### config.mk
export PLATFORM = sky130hd
export DESIGN_NAME = mp2d_div
export DESIGN_NICKNAME = d
export VERILOG_FILES = /design/src/design/mp2d_pkg.sv /design/src/design/mp2d_div.sv
export SDC_FILE = /design/constraint.sdc
export NUM_CORES = 1
export LEC_CHECK = 0
export ABC_AREA = 1
export BUFFER_PORTS_ARGS = -buffer_cell sky130_fd_sc_hd__buf_2
export CORE_MARGIN = 2
export CORE_UTILIZATION = 44
export DETAILED_ROUTE_END_ITERATION = 8
export PLACE_DENSITY_LB_ADDON = 0.3
export SLEW_MARGIN = 15
export SYNTH_ARGS = -nofsm -noshare
export SYNTH_HDL_FRONTEND = slang
export SYNTH_SLANG_ARGS = --single-unit
### constraint.sdc
create_clock -name aclk -period 1.6 [get_ports aclk]
set_clock_uncertainty 0.2 [all_clocks]
set_input_delay 0.24 -clock aclk [delete_from_list [all_inputs] [get_ports aclk]]
set_output_delay 0.24 -clock aclk [all_outputs]
set_load 0.1 [all_outputs]
### src/design/mp2d_pkg.sv
// ----------------------------------------------------------------------------
// mp2d_pkg: shared definitions for the 2-D max pooling core
// Widths, register indexes, store addressing and the float compare.
// ----------------------------------------------------------------------------
`default_nettype none

package mp2d_pkg;

    localparam int MAX_CHANNELS   = 512;
    localparam int MAX_OUT_WIDTH  = 32;
    localparam int ROWS_IN_FLIGHT = 4;
    localparam int MAX_WINDOW     = 4;
    localparam int MAX_IN_WIDTH   = 128;

    localparam int CH_W    = $clog2(MAX_CHANNELS);
    localparam int OCOL_W  = $clog2(MAX_OUT_WIDTH);
    localparam int SLOT_W  = $clog2(ROWS_IN_FLIGHT);
    localparam int ADDR_W  = SLOT_W + OCOL_W + CH_W;
    localparam int DEPTH   = ROWS_IN_FLIGHT * MAX_OUT_WIDTH * MAX_CHANNELS;

    localparam int POS_W   = 7;   // column and row position counters
    localparam int STEP_W  = 3;   // window sizes and strides
    localparam int OFS_W   = 4;   // offset inside a window while scanning
    localparam int DCNT_W  = $clog2(POS_W);
    localparam int DATA_W  = 32;
    localparam int CFG_W   = 10;

    localparam logic [2:0] REG_CHANNEL_COUNT = 3'd0;
    localparam logic [2:0] REG_INPUT_WIDTH   = 3'd1;
    localparam logic [2:0] REG_OUTPUT_WIDTH  = 3'd2;
    localparam logic [2:0] REG_OUTPUT_HEIGHT = 3'd3;
    localparam logic [2:0] REG_WINDOW_WIDTH  = 3'd4;
    localparam logic [2:0] REG_WINDOW_HEIGHT = 3'd5;
    localparam logic [2:0] REG_STEP_X        = 3'd6;
    localparam logic [2:0] REG_STEP_Y        = 3'd7;

    typedef struct packed {
        logic              done;
        logic [POS_W-1:0]  quot;
        logic [STEP_W-1:0] rem;
    } div_res_t;

    // True when the stored value is strictly greater than the fresh one.
    // Unordered operands (NaN) and equal values, including both zeros,
    // give false.
    function automatic logic float_keeps(input logic [31:0] st, input logic [31:0] fr);
        logic st_nan;
        logic fr_nan;
        logic both_zero;
        logic res;
        st_nan    = (st[30:23] == 8'hFF) && (st[22:0] != 23'd0);
        fr_nan    = (fr[30:23] == 8'hFF) && (fr[22:0] != 23'd0);
        both_zero = (st[30:0] == 31'd0) && (fr[30:0] == 31'd0);
        if (st_nan || fr_nan || both_zero) begin
            res = 1'b0;
        end else if (st[31] != fr[31]) begin
            res = !st[31];
        end else if (!st[31]) begin
            res = st[30:0] > fr[30:0];
        end else begin
            res = st[30:0] < fr[30:0];
        end
        return res;
    endfunction

endpackage

`default_nettype wire

### src/design/mp2d_div.sv
// ----------------------------------------------------------------------------
// mp2d_div: small iterative divider
// Restoring division of a position by a stride, one quotient bit a cycle.
// ----------------------------------------------------------------------------
`default_nettype none

module mp2d_div (
    input  wire logic                        aclk,
    input  wire logic                        aresetn,
    input  wire logic                        start,
    input  wire logic [mp2d_pkg::POS_W-1:0]  dividend,
    input  wire logic [mp2d_pkg::STEP_W-1:0] divisor,
    output mp2d_pkg::div_res_t               res
);
    import mp2d_pkg::*;

    logic              busy_reg, busy_next;
    logic              done_reg, done_next;
    logic [DCNT_W-1:0] cnt_reg, cnt_next;
    logic [POS_W-1:0]  quot_reg, quot_next;
    logic [STEP_W-1:0] rem_reg, rem_next;
    logic [STEP_W-1:0] dvs_reg, dvs_next;
    logic [STEP_W:0]   partial;
    logic [STEP_W:0]   diff;
    logic              ge;

    always_comb begin
        partial   = {rem_reg, quot_reg[POS_W-1]};
        ge        = partial >= {1'b0, dvs_reg};
        diff      = partial - {1'b0, dvs_reg};
        busy_next = busy_reg;
        done_next = 1'b0;
        cnt_next  = cnt_reg;
        quot_next = quot_reg;
        rem_next  = rem_reg;
        dvs_next  = dvs_reg;
        if (start) begin
            busy_next = 1'b1;
            cnt_next  = '0;
            quot_next = dividend;
            rem_next  = '0;
            dvs_next  = divisor;
        end else if (busy_reg) begin
            quot_next = {quot_reg[POS_W-2:0], ge};
            rem_next  = ge ? diff[STEP_W-1:0] : partial[STEP_W-1:0];
            cnt_next  = cnt_reg + 1'b1;
            if (cnt_reg == DCNT_W'(POS_W - 1)) begin
                busy_next = 1'b0;
                done_next = 1'b1;
            end
        end
    end

    always_ff @(posedge aclk) begin
        if (!aresetn) begin
            busy_reg <= 1'b0;
            done_reg <= 1'b0;
            cnt_reg  <= '0;
        end else begin
            busy_reg <= busy_next;
            done_reg <= done_next;
            cnt_reg  <= cnt_next;
        end
        quot_reg <= quot_next;
        rem_reg  <= rem_next;
        dvs_reg  <= dvs_next;
    end

    assign res = '{done: done_reg, quot: quot_reg, rem: rem_reg};

endmodule

`default_nettype wire

==> flow_summary.rst <==
.. list-table::
   :header-rows: 1

   * - Metric
     - Value
   * - Run status
     - finished with violations
   * - Violated checks
     - setup timing
   * - Area after DPL
     - 0.001003 mm²
   * - Clock share of power
     - a little over a fifth
   * - Per-cell routed wire length
     - 11.23 µm
   * - Sw Pwr
     - about 550 µW
   * - Filler cell count
     - between 150 and 200
   * - Part of the Yosys area used for sequential elements
     - a little over half
   * - Number of antenna violations at the first check in global routing
     - 0
   * - Number of iterations in the first detailed-routing pass
     - 4
   * - Routability congestion estimate from global placement
     - around 0.89
   * - Arrival time worst endpoint
     - roughly 1700 ps
   * - Sequential share of power
     - a little over two fifths
   * - Number of core rows
     - 15
   * - Final WL
     - 1685 µm
   * - Starting density of the core
     - about half
   * - Total GRT Usage
     - approximately 17%
   * - Via total after detailed routing
     - 727
   * - Clock buffer depth
     - 2
   * - Net total in the final layout
     - roughly 150
   * - Total congestion overflow after global routing
     - 0
   * - Final Non-Filler Cells
     - 150
   * - Combinational fraction of design power
     - between 30% and 40%
   * - Netlist Area Pre-Place
     - 849.6 µm²
   * - Clock tree from TritonCTS
     - yes
   * - R2R depth
     - 8
   * - Maximum number of pins on one net before global-route repair
     - 15
   * - Worst setup margin
     - -61.65 ps
   * - Max-slew violations
     - 0
   * - TritonCTS Sinks
     - 18
   * - Post-detailed-route count of antenna-violating nets
     - 0
   * - Via count of the first global-routing pass
     - around 660
   * - Tightest slew margin relative to the limit
     - around two thirds
   * - DIE AREA
     - approximately 0.0023 mm²
   * - Flop-to-flop setup slack
     - -60 ps
   * - Share of cells above drive strength 1
     - between 30% and 40%
   * - Min Tclk post-route
     - approximately 1700 ps
   * - Post-Place Cells
     - 141
   * - Worst hold path depth
     - 3
   * - Worst-skew pair later-pin latency
     - roughly 300 ps
   * - Reg2Reg Launch Point
     - dvs_reg[0]
   * - Vertical die dimension
     - between 40 and 50 µm
   * - Count of state elements after synthesis
     - 18
   * - Residual DRC
     - 0
   * - Count of input and output buffers
     - 23
   * - CP Capture Type
     - flop
   * - Syn Area/Cell
     - slightly above 9 µm²
   * - Setup repair after global routing missed its margin
     - true
   * - IR drop worst, VDD
     - 0.9120 mV
   * - First-pass GRT wire length
     - ~2700 µm
   * - Layout overhead on the synthesized area
     - 31.22%
   * - Clock buffers created by TritonCTS
     - 3
   * - Ratio of final minimum period to clock period
     - 103.9%
   * - Fmax
     - ~600 MHz
   * - Number of cells produced by synthesis
     - a little over 90
   * - Final hold vios
     - 0
   * - Power per cell area
     - roughly 1200 mW/mm²
   * - HPWL after detailed placement
     - about 1200 µm
   * - Number of flip-flops under the largest register name
     - 7
   * - Worst path required time
     - 1610 ps
   * - Worst hold path startpoint
     - dividend[0]
   * - Worst Path Max Fanout
     - 5
   * - Clock slew at the register clock pins of the worst setup and hold paths
     - 110 ps
   * - Type of the tightest min-delay check
     - in2reg
   * - Kind of critical path
     - reg2reg
   * - Root Driver
     - sky130_fd_sc_hd__clkbuf_4
   * - Final antenna diode count
     - 0
   * - Element type at the critical path start
     - flop
   * - Die width
     - 47.94 µm
   * - Number of library cell types mapped by synthesis
     - 19
   * - Capture instance of the worst register-to-register path
     - rem_reg[0]
   * - Sink of the worst hold path
     - quot_reg[0]
   * - Io pins
     - 24
   * - Number of violations of the max-capacitance limit
     - 0
   * - Final-report setup violation count
     - 4
   * - Syn Nets
     - between 100 and 150
   * - Switch share
     - between 40% and 50%
   * - Final standard cell area without fillers
     - ~0.0011 mm²
   * - Yosys Warn Count
     - 0
   * - Internal Power
     - between 800 and 900 µW
   * - Static leakage
     - between 0.0005 and 0.0006 µW
   * - Startpoint of the most critical setup path
     - dvs_reg[0]
   * - Post-DR vias/cell
     - between 4 and 5
   * - Actual slew at the worst max-slew pin
     - between 400 and 500 ps
   * - Initial DRC Count
     - 9
   * - Core area
     - around 0.0018 mm²
   * - Number of buffers added for setup after CTS
     - 0
   * - H-Tree Level Count
     - 1
## kinds of logic (layout without fill, tap and decap cells)
family / count (synthesis) / count (layout) / share of synthesized area, %
AND/OR/NAND/NOR: 52 / 52 / 26.07
flip-flops: 18 / 18 / 54.20
adder cells (fa/ha/maj): 6 / 6 / 9.720
buffers and inverters: 12 / 44 / 6.186
AO/OA/AOI/OAI: 5 / 5 / 3.829
## layer usage
metal | global-route usage, % | up-vias | share of wire [%] | wire length (µm)
met2 | 27.20 | 24 | 48 | 804
li1 | - | 364 | - | -
met1 | 21.93 | 331 | 44 | 734
met3 | 4.906 | 8 | 5.6 | 95
met5 | 0 | - | 0 | 0
met4 | 8.108 | 0 | 3.0 | 51
## layout make-up
| class | instances | area (µm²) | area share, % |
|---|---|---|---|
| multi-input combinational | 63 | 364.1 | 32.66 |
| sequential | 18 | 460.4 | 41.30 |
| tap | 25 | 31.28 | 2.806 |
| timing repair buffer | 30 | 185.2 | 16.61 |
| inverter | 10 | 37.54 | 3.367 |
| clock buffer | 4 | 36.28 | 3.255 |
## layout by cell type (no fill, tap or decap), drive strengths merged
cell type	count
nand2	38
buf	24
edfxtp	10
inv	10
dfxtp	8
dlygate4sd3	5
nand3	5
ha	5
clkbuf	5
nor2	5
a21oi	2
nand4	2
o211a	1
nor3	1
nor3b	1
o21ai	1
a211oi	1
fa	1
## metrics by stage
step	hold WS (ps)	worst slack [ps]	setup TNS [ps]	utilization, %	power [µW]
floorplan	138.9	-675.7	-2648	-	947.1
global placement	216.2	13.10	0	56.88	1025
detailed placement	219.4	-52.96	-138.4	56.88	1032
CTS	2.033	-40.33	-97.61	62.62	1341
global route	0.9204	-127.4	-449.4	63.19	1416
finish	7.290	-61.65	-207.0	63.19	1354
## power by group through the flow
stage | clock (µW) | combinational [µW] | sequential (µW)
finish | 285 | 501 | 569
global placement | 0 | 448 | 576
global route | 307 | 534 | 575
floorplan | 0 | 142 | 805
detailed placement | 0 | 456 | 577
CTS | 291 | 482 | 568
## Yosys cell counts
| library cell | n | area (µm²) |
|---|---|---|
| sky130_fd_sc_hd__a211oi_1 | 1 | 7.510 |
| sky130_fd_sc_hd__a21oi_1 | 2 | 10.01 |
| sky130_fd_sc_hd__buf_4 | 2 | 15.01 |
| sky130_fd_sc_hd__dfxtp_1 | 8 | 160.2 |
| sky130_fd_sc_hd__edfxtp_1 | 10 | 300.3 |
| sky130_fd_sc_hd__fa_1 | 1 | 20.02 |
| sky130_fd_sc_hd__ha_1 | 5 | 62.56 |
| sky130_fd_sc_hd__inv_1 | 8 | 30.03 |
| sky130_fd_sc_hd__inv_2 | 2 | 7.510 |
| sky130_fd_sc_hd__nand2_1 | 38 | 142.6 |
| sky130_fd_sc_hd__nand3_1 | 4 | 20.02 |
| sky130_fd_sc_hd__nand3_2 | 1 | 10.01 |
| sky130_fd_sc_hd__nand4_1 | 2 | 12.51 |
| sky130_fd_sc_hd__nor2_1 | 3 | 11.26 |
| sky130_fd_sc_hd__nor2_2 | 2 | 12.51 |
| sky130_fd_sc_hd__nor3_1 | 1 | 5.000 |
| sky130_fd_sc_hd__nor3b_1 | 1 | 7.510 |
| sky130_fd_sc_hd__o211a_1 | 1 | 10.01 |
| sky130_fd_sc_hd__o21ai_1 | 1 | 5.000 |
## worst max path at each step
| stage | end | slack, ps | cells past startpoint |
|---|---|---|---|
| 2_1_floorplan | rem_reg[1] | -680 | 9 |
| 3_3_place_gp | rem_reg[0] | 10 | 8 |
| 3_5_place_dp | rem_reg[0] | -50 | 8 |
| 4_1_cts | rem_reg[0] | -40 | 8 |
| 5_1_grt | rem_reg[2] | -130 | 8 |
| 6_report | rem_reg[0] | -60 | 8 |
## timing repair
item	in CTS	in global routing
cloned	0	0
endpoints found under the hold margin	5	0
hold buffers	5	0
endpoints found under the setup margin	5	6
gates resized for setup	3	5
pin swaps	2	1
## worst max-delay path, cell delays in order, from the launching register on
cell	delay (ps)
sky130_fd_sc_hd__edfxtp_1	410
sky130_fd_sc_hd__ha_2	200
sky130_fd_sc_hd__fa_2	350
sky130_fd_sc_hd__inv_2	80
sky130_fd_sc_hd__nand2_4	70
sky130_fd_sc_hd__nand3_4	90
sky130_fd_sc_hd__nand2_2	50
sky130_fd_sc_hd__nand3_1	60
sky130_fd_sc_hd__nand2_1	50
Note: power is estimated with default switching activity, not from simulation.
